### src/hdl/assert_macros.svh
// Assertion helpers used by the top-level RTL.
`ifndef ASSERT_MACROS_SVH
`define ASSERT_MACROS_SVH

// Implication checked at every rising edge, held off while in reset.
`define ASSERT_IMP(label, ante, cons, msg) \
	label: assert property (@(posedge clk) disable iff (!arst_n) (ante) |-> (cons)) \
		else $error(msg);

// Next-cycle implication, held off while in reset.
`define ASSERT_NEXT(label, ante, cons, msg) \
	label: assert property (@(posedge clk) disable iff (!arst_n) (ante) |=> (cons)) \
		else $error(msg);

`endif

### src/hdl/bacr_pkg.sv
`timescale 1ns / 1ps

package bacr_pkg;

	localparam int WINDOW_DEF = 10;

	localparam int CFG_IDX_W  = 1;
	localparam int CFG_DATA_W = 15;

	localparam logic [CFG_IDX_W-1:0] REG_IMU_THRESHOLD = 1'd0;
	localparam logic [CFG_IDX_W-1:0] REG_POT_THRESHOLD = 1'd1;

	localparam logic [14:0] IMU_THRESHOLD_RST = 15'd410;
	localparam logic [9:0]  POT_THRESHOLD_RST = 10'd50;

	typedef struct packed {
		logic signed [15:0] accel_x;
		logic signed [15:0] accel_y;
		logic [9:0]         pot_reading;
	} sample_t;

	typedef struct packed {
		logic signed [15:0] avg_x;
		logic signed [15:0] avg_y;
		logic [9:0]         reported_pot;
	} result_t;

	// Pipeline strobes handed to each axis lane
	typedef struct packed {
		logic acc;    // sample beat accepted
		logic close;  // accepted beat ends the batch
		logic adv2;   // batch sum moves from s1 to s2
		logic upd;    // report issued, refresh last value
	} lane_ctrl_t;

endpackage

### src/hdl/bacr_lane.sv
`timescale 1ns / 1ps

module bacr_lane import bacr_pkg::*; #(
	parameter int WINDOW = WINDOW_DEF
) (
	input  logic               clk,
	input  logic               arst_n,
	input  lane_ctrl_t         ctrl,
	input  logic signed [15:0] sample,
	input  logic [14:0]        imu_threshold,
	output logic signed [15:0] avg,
	output logic               changed
);

	localparam int LOG_W = $clog2(WINDOW);
	localparam int SUM_W = 16 + LOG_W;
	localparam int MUL_W = SUM_W + 1;
	localparam int SHIFT = SUM_W + LOG_W;
	localparam longint RECIP = ((64'd1 << SHIFT) + WINDOW - 1) / WINDOW;
	localparam logic [MUL_W-1:0] RECIP_C = MUL_W'(RECIP);

	logic signed [SUM_W-1:0] sum_q;
	logic signed [SUM_W-1:0] sum_next;
	logic signed [SUM_W-1:0] sum_s1;
	logic [SUM_W-1:0]        mag;
	logic [SUM_W+MUL_W-1:0]  prod;
	logic [15:0]             quo_s2;
	logic                    neg_s2;
	logic signed [15:0]      last_q;
	logic signed [16:0]      diff;
	logic [15:0]             adiff;

	assign sum_next = sum_q + SUM_W'(sample);

	always_ff @(posedge clk or negedge arst_n) begin
		if (!arst_n) begin
			sum_q <= '0;
		end else if (ctrl.acc) begin
			sum_q <= ctrl.close ? '0 : sum_next;
		end
	end

	always_ff @(posedge clk) begin
		if (ctrl.close) begin
			sum_s1 <= sum_next;
		end
	end

	// truncating divide: magnitude times reciprocal, sign restored in s3
	assign mag  = sum_s1[SUM_W-1] ? (~sum_s1 + 1'b1) : sum_s1;
	assign prod = (SUM_W+MUL_W)'(mag) * (SUM_W+MUL_W)'(RECIP_C);

	always_ff @(posedge clk) begin
		if (ctrl.adv2) begin
			quo_s2 <= prod[SHIFT +: 16];
			neg_s2 <= sum_s1[SUM_W-1];
		end
	end

	assign avg     = neg_s2 ? -$signed(quo_s2) : $signed(quo_s2);
	assign diff    = 17'(avg) - 17'(last_q);
	assign adiff   = diff[16] ? 16'(-diff) : diff[15:0];
	assign changed = adiff > 16'(imu_threshold);

	always_ff @(posedge clk or negedge arst_n) begin
		if (!arst_n) begin
			last_q <= '0;
		end else if (ctrl.upd) begin
			last_q <= avg;
		end
	end

endmodule

### src/hdl/bacr_merge.sv
`timescale 1ns / 1ps

module bacr_merge import bacr_pkg::*; (
	input  logic               clk,
	input  logic               arst_n,
	input  logic               fire,
	input  logic               changed_x,
	input  logic               changed_y,
	input  logic signed [15:0] avg_x,
	input  logic signed [15:0] avg_y,
	input  logic [9:0]         pot,
	input  logic [9:0]         pot_threshold,
	input  logic               result_ready,
	output logic               result_valid,
	output result_t            result,
	output logic               upd
);

	logic [9:0]  last_pot_q;
	logic [10:0] pdiff;
	logic [9:0]  apdiff;
	logic        pot_changed;
	logic        valid_q;
	result_t     result_q;

	assign pdiff       = {1'b0, pot} - {1'b0, last_pot_q};
	assign apdiff      = pdiff[10] ? 10'(-pdiff) : pdiff[9:0];
	assign pot_changed = apdiff > pot_threshold;
	assign upd         = fire && (changed_x || changed_y || pot_changed);

	always_ff @(posedge clk or negedge arst_n) begin
		if (!arst_n) begin
			valid_q    <= 1'b0;
			last_pot_q <= '0;
		end else begin
			if (upd) begin
				valid_q    <= 1'b1;
				last_pot_q <= pot;
			end else if (result_ready) begin
				valid_q <= 1'b0;
			end
		end
	end

	always_ff @(posedge clk) begin
		if (upd) begin
			result_q.avg_x        <= avg_x;
			result_q.avg_y        <= avg_y;
			result_q.reported_pot <= pot;
		end
	end

	assign result_valid = valid_q;
	assign result       = result_q;

endmodule

### src/hdl/block_average_change_reporter.sv
// Boxcar averager with deadband reporting for an X/Y accelerometer and a pot.
// sample channel (sample_valid/sample_ready/sample): one X/Y sample plus a
//   pot reading per beat; the pot is used only on the beat that closes a batch.
// result channel (result_valid/result_ready/result): averages and pot, sent
//   only when a batch differs from the last report by more than a threshold.
// cfg channel (cfg_valid/cfg_ready/cfg_index/cfg_data): always ready;
//   index 0 = imu_threshold (15 bits), index 1 = pot_threshold (low 10 bits).
// Throughput: one sample beat per cycle while sample_ready is high (see Stall).
// Pipeline: a closing beat's batch is registered through s1 (batch sum), s2
//   (reciprocal multiply) and s3 (compare and output register); a stall can
//   hold it in s1 or s2.
// Reset: sums, count and last reported values clear; thresholds load 410 and
//   50. No result is pending.
// Stall: a held result parks in the output register while the pipeline keeps
//   taking beats; sample_ready only drops when s1 and s2 both hold batches
//   and the output is blocked. It then holds off every beat, mid-batch ones
//   included, until the output drains.
`timescale 1ns / 1ps
`include "assert_macros.svh"

module block_average_change_reporter import bacr_pkg::*; #(
	parameter int WINDOW = WINDOW_DEF
) (
	input  logic                  clk,
	input  logic                  arst_n,
	input  logic                  sample_valid,
	output logic                  sample_ready,
	input  sample_t               sample,
	output logic                  result_valid,
	input  logic                  result_ready,
	output result_t               result,
	input  logic                  cfg_valid,
	output logic                  cfg_ready,
	input  logic [CFG_IDX_W-1:0]  cfg_index,
	input  logic [CFG_DATA_W-1:0] cfg_data
);

	localparam int CNT_W = (WINDOW > 1) ? $clog2(WINDOW) : 1;
	localparam logic [CNT_W-1:0] CNT_LAST = CNT_W'(WINDOW - 1);

	logic [14:0]      imu_thr_q;
	logic [9:0]       pot_thr_q;
	logic [CNT_W-1:0] cnt_q;
	logic             v_s1;
	logic             v_s2;
	logic [9:0]       pot_s1;
	logic [9:0]       pot_s2;
	logic             acc;
	logic             close;
	logic             adv2;
	logic             fire3;
	logic             upd;
	lane_ctrl_t       ctrl;
	logic signed [15:0] avg_x;
	logic signed [15:0] avg_y;
	logic             changed_x;
	logic             changed_y;

	// Config registers; writes land any cycle
	assign cfg_ready = 1'b1;

	always_ff @(posedge clk or negedge arst_n) begin
		if (!arst_n) begin
			imu_thr_q <= IMU_THRESHOLD_RST;
			pot_thr_q <= POT_THRESHOLD_RST;
		end else if (cfg_valid) begin
			case (cfg_index)
				REG_IMU_THRESHOLD: imu_thr_q <= cfg_data[14:0];
				REG_POT_THRESHOLD: pot_thr_q <= cfg_data[9:0];
				default: ;
			endcase
		end
	end

	// Pipeline flow: s3 fires when the output register is free or draining
	assign fire3        = v_s2 && (!result_valid || result_ready);
	assign adv2         = v_s1 && (!v_s2 || fire3);
	assign sample_ready = !v_s1 || adv2;
	assign acc          = sample_valid && sample_ready;
	assign close        = acc && (cnt_q == CNT_LAST);

	always_ff @(posedge clk or negedge arst_n) begin
		if (!arst_n) begin
			cnt_q <= '0;
			v_s1  <= 1'b0;
			v_s2  <= 1'b0;
		end else begin
			if (close) begin
				cnt_q <= '0;
			end else if (acc) begin
				cnt_q <= cnt_q + 1'b1;
			end
			if (close) begin
				v_s1 <= 1'b1;
			end else if (adv2) begin
				v_s1 <= 1'b0;
			end
			if (adv2) begin
				v_s2 <= 1'b1;
			end else if (fire3) begin
				v_s2 <= 1'b0;
			end
		end
	end

	always_ff @(posedge clk) begin
		if (close) begin
			pot_s1 <= sample.pot_reading;
		end
		if (adv2) begin
			pot_s2 <= pot_s1;
		end
	end

	assign ctrl = '{acc: acc, close: close, adv2: adv2, upd: upd};

	bacr_lane #(.WINDOW(WINDOW)) u_lane_x (
		.clk           (clk),
		.arst_n        (arst_n),
		.ctrl          (ctrl),
		.sample        (sample.accel_x),
		.imu_threshold (imu_thr_q),
		.avg           (avg_x),
		.changed       (changed_x)
	);

	bacr_lane #(.WINDOW(WINDOW)) u_lane_y (
		.clk           (clk),
		.arst_n        (arst_n),
		.ctrl          (ctrl),
		.sample        (sample.accel_y),
		.imu_threshold (imu_thr_q),
		.avg           (avg_y),
		.changed       (changed_y)
	);

	bacr_merge u_merge (
		.clk           (clk),
		.arst_n        (arst_n),
		.fire          (fire3),
		.changed_x     (changed_x),
		.changed_y     (changed_y),
		.avg_x         (avg_x),
		.avg_y         (avg_y),
		.pot           (pot_s2),
		.pot_threshold (pot_thr_q),
		.result_ready  (result_ready),
		.result_valid  (result_valid),
		.result        (result),
		.upd           (upd)
	);

	`ASSERT_IMP(a_cnt_range, 1'b1, cnt_q <= CNT_LAST, "batch counter out of range")
	`ASSERT_NEXT(a_s2_hold, v_s2 && !fire3, v_s2, "s2 batch lost while stalled")
	`ASSERT_NEXT(a_report_lands, upd, result_valid, "report did not reach output")
	`ASSERT_IMP(a_upd_only_on_fire, upd, fire3, "report issued without s3 fire")

endmodule
### config.mk
export PLATFORM = sky130hd
export DESIGN_NAME = block_average_change_reporter
export DESIGN_NICKNAME = d
export VERILOG_FILES = /design/src/hdl/bacr_pkg.sv /design/src/hdl/bacr_lane.sv /design/src/hdl/bacr_merge.sv /design/src/hdl/block_average_change_reporter.sv
export VERILOG_INCLUDE_DIRS = /design/src /design/src/hdl
export SDC_FILE = /design/constraint.sdc
export NUM_CORES = 1
export LEC_CHECK = 0
export ABC_AREA = 1
export BUFFER_PORTS_ARGS = -buffer_cell sky130_fd_sc_hd__buf_4
export CORE_MARGIN = 4
export CORE_UTILIZATION = 41
export DETAILED_ROUTE_END_ITERATION = 12
export MAX_ROUTING_LAYER = met4
export REMOVE_ABC_BUFFERS = 1
export SYNTH_ARGS = -nofsm -noshare
export SYNTH_HDL_FRONTEND = slang
export SYNTH_SLANG_ARGS = --single-unit
### constraint.sdc
create_clock -name clk -period 7.1 [get_ports clk]
set_clock_uncertainty 0.15 [all_clocks]
set_input_delay 0.71 -clock clk [delete_from_list [all_inputs] [get_ports clk]]
set_output_delay 0.71 -clock clk [all_outputs]
set_load 0.03 [all_outputs]
Yosys cells after proc, flatten, opt, wreduce, memory -nomap -nowiden
Cells that the tools add are included.
{"block": "word_totals", "wordCells": 80, "inputBits": 63, "output_inout_bits": 45, "register_bits": 250}
{"block": "classes", "bitwise_logic": 3, "n_addsub": 13, "order_cmp": 3, "n_reduce_logical": 19, "mul": 2, "eq_ne": 1, "mux": 17}
{"operator": "2-to-1 mux 20 bit", "n": 4}
{"operator": "multiplier 20 x 20 -> 39 bit, second input constant", "n": 2}
{"operator": "2-to-1 mux 16 bit", "n": 4}
{"operator": "negator 16 bit", "n": 4}
{"operator": "adder 20 x 1 -> 20 bit, second input constant", "n": 2}
{"operator": "adder 20 x 16 -> 20 bit", "n": 2}
{"operator": "NOT 20 bit", "n": 2}
{"operator": "subtractor 16 x 16 -> 17 bit", "n": 2}
{"operator": "> comparator 16 x 15 -> 1 bit", "n": 2}
{"operator": "subtractor 10 x 10 -> 11 bit", "n": 1}
{"operator": "> comparator 10 bit", "n": 1}
{"operator": "2-to-1 mux 10 bit", "n": 1}
{"operator": "negator 10 bit", "n": 1}
{"operator": "2-to-1 mux 4 bit", "n": 2}
{"operator": "nonzero test 2 bit", "n": 4}
{"operator": "2-to-1 mux 1 bit", "n": 6}
{"operator": "logical AND 1 bit", "n": 5}
{"operator": "logical OR 1 bit", "n": 5}
{"operator": "adder 4 x 1 -> 4 bit, second input constant", "n": 1}
{"operator": "equality test 4 bit, second input constant", "n": 1}
{"operator": "AND reduction 2 bit", "n": 2}
{"operator": "zero test 1 bit", "n": 3}
{"operator": "NOT 1 bit", "n": 1}

Depth between registers and ports, before layout
{"block": "depth", "depth_word": 10, "ltp_mapped": 42, "ltp_nobuf": 41}

Modules after synthesis
A second synthesis with hierarchy kept.
{"block": "hier_totals", "hier_cells": 3616, "hier_area_um2": 31237.5}
{"module": "bacr_lane at u_lane_y", "seq_area_each_um2": 2011.9, "area_per_inst_um2": 13281.5, "cells_each": 1590, "n_inst": 1}
{"module": "bacr_lane at u_lane_x", "seq_area_each_um2": 2011.9, "area_per_inst_um2": 13211.4, "cells_each": 1574, "n_inst": 1}
{"module": "bacr_merge", "seq_area_each_um2": 1536.5, "area_per_inst_um2": 2826.5, "cells_each": 300, "n_inst": 1}
{"module": "block_average_change_reporter", "seq_area_each_um2": 1386.3, "area_per_inst_um2": 1918.1, "cells_each": 152, "n_inst": 1}

Worst setup path before layout
No wires, ideal clock.
{"block": "synth_timing", "path_type": "reg2reg", "start": "reg u_lane_y.sum_s1[0]", "end": "reg u_lane_y.quo_s2[13], data pin", "t_arrival_ps": 6664, "required_time_ps": 6698, "slack_ps": 34, "setup_ps": 252, "period_less_slack_ps": 7066, "stages_incl_launch_ff": 41, "path_buffers": 0, "cell_sequence": "edfxtp_1 > inv_1 > ha_1 > nand2_1 > nor2_1 > nand2_1 > nor3_1 > nand2_1 > nor2_1 > inv_1 > o21ai_0 > xor2_1 > inv_1 > ha_1 > xor2_1 > ha_1 > a21o_1 > ha_1 > [... 5 more ...] > inv_1 > fa_1 > inv_1 > ha_1 > a21oi_1 > o21ai_0 > inv_1 > o21ai_0 > a21oi_1 > nand2_1 > nand2_1 > nand2_1 > nand2_1 > nand2_1 > nand3_1 > nand2_1 > nand2_1 > nand2_1"}
{"block": "synth_between", "elab_chain_cells": 4}
{"element": "start, declared", "line_no": "bacr_lane.sv:24", "text": "logic signed [SUM_W-1:0] sum_s1;"}
{"element": "start signal, assigned", "line_no": "bacr_lane.sv:45", "text": "sum_s1 <= sum_next;"}
{"element": "NOT 20 bit", "line_no": "bacr_lane.sv:50", "text": "assign mag = sum_s1[SUM_W-1] ? (~sum_s1 + 1'b1) : sum_s1;"}
{"element": "adder 20 x 1 -> 20 bit", "line_no": "bacr_lane.sv:50"}
{"element": "2-to-1 mux 20 bit (*)", "line_no": "bacr_lane.sv:50"}
{"element": "multiplier 20 x 20 -> 39 bit (*)", "line_no": "bacr_lane.sv:51", "text": "assign prod = (SUM_W+MUL_W)'(mag) * (SUM_W+MUL_W)'(RECIP_C);"}
{"element": "named net u_lane_y.prod[37]", "line_no": "bacr_lane.sv:26", "text": "logic [SUM_W+MUL_W-1:0] prod;"}
{"element": "end signal, assigned", "line_no": "bacr_lane.sv:55", "text": "quo_s2 <= prod[SHIFT +: 16];"}
{"element": "end, declared", "line_no": "bacr_lane.sv:27", "text": "logic [15:0] quo_s2;"}
Mark *: on every way through the listed nets, which the timed path passes. The rest lies on a longest branch.
A chain may end at the register's enable or synchronous reset.

Final worst setup path
{"block": "layout_timing", "start": "reg u_lane_y.sum_s1[0]", "end": "reg u_lane_y.quo_s2[11], data pin"}
The elaborated chain is that of the path after synthesis.

==> results.sh <==
export IMPL_outcome="finished, final reports clean"
export IMPL_count_of_flip_flops_with_a_built_in_enable_after_synthesis=136
export IMPL_detailed_place_hpwl_mm=64.8
export IMPL_min_delay_path_depth=1
export IMPL_worst_r2r_endpoint="u_lane_y.quo_s2[11]"
export IMPL_die_area_sq_um=79400
export IMPL_final_max_slew_violation_count=0
export IMPL_drt_first_pass_iters=6
export IMPL_remaining_drc_errors=0
export IMPL_rows=100
export IMPL_final_min_clock_period_ns=6.84
export IMPL_ys_top_cells_by_area="ha_1 21%, fa_1 17%, edfxtp_1 13%, inv_1 8.9%, dfrtp_1 8.6%"
export IMPL_regToRegStartpoint="u_lane_y.sum_s1[0]"
export IMPL_timing_setup_critical_path_class="reg2reg"
export IMPL_cp_required_ns=7.28
export IMPL_reg2regPathDepth=35
export IMPL_rsz0062_at_grt="yes"
export IMPL_reg2reg_setup_slack_ns=0.26
export IMPL_final_layout_size_suffix_gt1_frac=0.153
export IMPL_timing_critical_path_arrival_ns=7.02
export IMPL_wl_per_cell_microns=15.8
export IMPL_post_place_ws_ns=-0.178
export IMPL_yosys_warnings=0
export IMPL_synth_yosys_seq_area_share=0.226
export IMPL_cts_buffer_depth=3
export IMPL_worst_slack_on_hold_paths_ns=0.154
export IMPL_effective_utilization_at_floorplan=0.413
export IMPL_placeableCoreArea_sq_um=74300
export IMPL_first_global_vias=23589
export IMPL_route_layer_met1_wl_mm=37.1
export IMPL_critical_path_startpoint="u_lane_y.sum_s1[0]"
export IMPL_route_met3_wl_mm=3.87
export IMPL_depth_of_the_cts_h_tree=1
export IMPL_final_cell_area_sq_um=36300
export IMPL_routabilityCongestion=0.954
export IMPL_final_antenna_net_count=0
export IMPL_drtIter0Drc=1087
export IMPL_worstSetupEndpoint="u_lane_y.quo_s2[11]"
export IMPL_grt_start_max_net_pins=51
export IMPL_synth_area_leader_cell="ha_1"
export IMPL_synth_top_cell_area_share=0.210
export IMPL_end_kind="flop"
export IMPL_clock_root_buffer="clkbuf_16"
export IMPL_track_usage=0.199
export IMPL_syn_area_sq_um=30700
export IMPL_insertion_delay_of_the_later_clocked_pin_in_the_worst_skew_pair_ns=0.58
export IMPL_route_vias_total=23419
export IMPL_hold_path_class="in2reg"
export IMPL_cpMaxStageDelayCell="fa_1"
export IMPL_tightestPinTransition_ns=0.890
export IMPL_min_period_over_period=0.964
export IMPL_clock_transition_at_the_registers_of_the_reported_paths_ns=0.07
export IMPL_routed_wirelength_mm=76.5
export IMPL_synth_seq_cells=250
export IMPL_postSynthAreaPerCell_sq_um=8.65
export IMPL_maxClockFrequency_mhz=146
export IMPL_postSynth_topFlopCell="edfxtp_1"
export IMPL_route_top_layer_used="met4"
export IMPL_route_met2_wl_mm=34.5
export IMPL_numCtsBuffers=29
export IMPL_yosys_cell_count_top_type="inv_1"
export IMPL_die_height_microns=282
export IMPL_final_setup_viol_count=0
export IMPL_global_route_wire_length_before_repair_mm=124
export IMPL_type_of_element_launching_the_critical_path="flop"
export IMPL_area_added_between_synthesis_and_finish_pct=18.2
export IMPL_num_io_pins=108
export IMPL_num_nets_final=4690
export IMPL_hold_viol=0
export IMPL_vias_per_cell=4.84
export IMPL_smallest_setup_slack_after_layout_ns=0.256
export IMPL_global_route_overflow_total=0
export IMPL_placed_cell_area_sq_um=33800
export IMPL_cts_tree="done"
export IMPL_synthesis_instances=3550
export IMPL_io_buf_count=106
export IMPL_number_of_antenna_violations_at_the_first_check_in_global_routing=8
export IMPL_slew_headroom=0.406
export IMPL_cts_num_sinks=250
export IMPL_die_width_microns=282
export IMPL_most_common_library_cells_after_synthesis="729 x inv_1, 684 x nand2_1, 516 x ha_1"
export IMPL_cpPeakStageDelay_ns=0.53
export IMPL_maxCapViolCount=0
export IMPL_post_synth_num_cell_types=59
export IMPL_cp_max_fo=3
export IMPL_synthArstFlopShare=0.456
==> worst max-delay path: cells and delay by family, from the launching register on <==
family | cells | cell delay [ns]
fa+ha+maj | 9 | 3.40
simple gates | 11 | 1.13
buf+inv | 8 | 0.62
compound gates | 5 | 0.48
xor+xnor | 2 | 0.42
flops | 1 | 0.40
==> metal layers <==
| metal | track usage | vias up |
|---|---|---|
| met4 | 0.0259 | 0 |
| met1 | 0.277 | 11012 |
| li1 | - | 11969 |
| met5 | - | - |
| met3 | 0.0356 | 68 |
| met2 | 0.314 | 370 |
==> per-stage QoR <==
stage	utilization	TNS, ns	instances
floorplan	-	0	3520
global placement	0.455	-0.193	4759
detailed placement	0.455	-0.985	4759
CTS	0.469	-0.0108	4814
global route	0.488	-0.716	4842
finish	0.488	0	4842
==> worst min path at each step <==
stage	slack, ns	end	from
3_5_place_dp	0.26	pot_s2[2]	pot_s1[2]
6_report	0.15	pot_s1[3]	sample[3]
5_1_grt	0.12	pot_s1[3]	sample[3]
2_1_floorplan	0.25	pot_s2[0]	pot_s1[0]
3_3_place_gp	0.25	pot_s2[1]	pot_s1[1]
4_1_cts	0.12	pot_s1[3]	sample[3]
==> layout by cell type, fill, tap and decap left out, types with 26 or more instances in the layout <==
cell,Yosys,final
a21o_1,30,30
a21oi_1,148,131
buf_4,2,287
clkbuf_16,0,29
dfrtp_1,106,106
edfxtp_1,136,136
fa_1,268,264
ha_1,516,461
ha_4,0,49
inv_1,729,700
inv_2,5,34
nand2_1,684,648
nand2_2,4,34
nand3_1,122,115
nand4_1,33,33
nor2_1,204,185
nor3_1,29,26
o21ai_0,111,91
xnor2_1,66,61
xor2_1,158,142
==> state kept, by name, indices dropped and copies added, names as in the netlist, 4 cells and up <==
register / cells
u_lane_x.quo_s2: 16
u_lane_x.sum_q: 20
pot_s2: 10
pot_s1: 10
u_lane_x.sum_s1: 20
imu_thr_q: 15
cnt_q: 4
u_lane_y.sum_s1: 20
u_merge.last_pot_q: 10
u_lane_y.last_q: 16
pot_thr_q: 10
u_merge.result: 42
u_lane_x.last_q: 16
u_lane_y.sum_q: 20
u_lane_y.quo_s2: 16
==> cell families after synthesis <==
family	after synthesis	synth area share
compound gates	399	0.0769
xor+xnor	224	0.0639
fa+ha+maj	784	0.385
buf+inv	766	0.0951
flops	250	0.226
mux	1	0.000326
other cells	1	0.000122
simple gates	1125	0.153
==> timing repair <==
action / CTS / global route
setup endpoints to repair: 14 / 31
pin swaps: 2 / 111
gates resized for setup: 6 / 260
hold endpoints to repair: 30 / 0
hold buffers: 1 / 0
setup buffers: 0 / 21
==> cell type report <==
| cell class | instances | area, sq um |
|---|---|---|
| Clock inverter | 10 | 114 |
| Clock buffer | 44 | 832 |
| Antenna cell | 7 | 17.5 |
| Multi-Input combinational cell | 2534 | 22200 |
| Fill cell | 7156 | 38000 |
| Tap cell | 969 | 1210 |
| Inverter | 736 | 2770 |
| Timing Repair Buffer | 292 | 2220 |
| Sequential cell | 250 | 6950 |
Power is left out: the tool's default activity adds up to more than one toggle a clock period on the data nets, which glitch-free logic cannot reach.
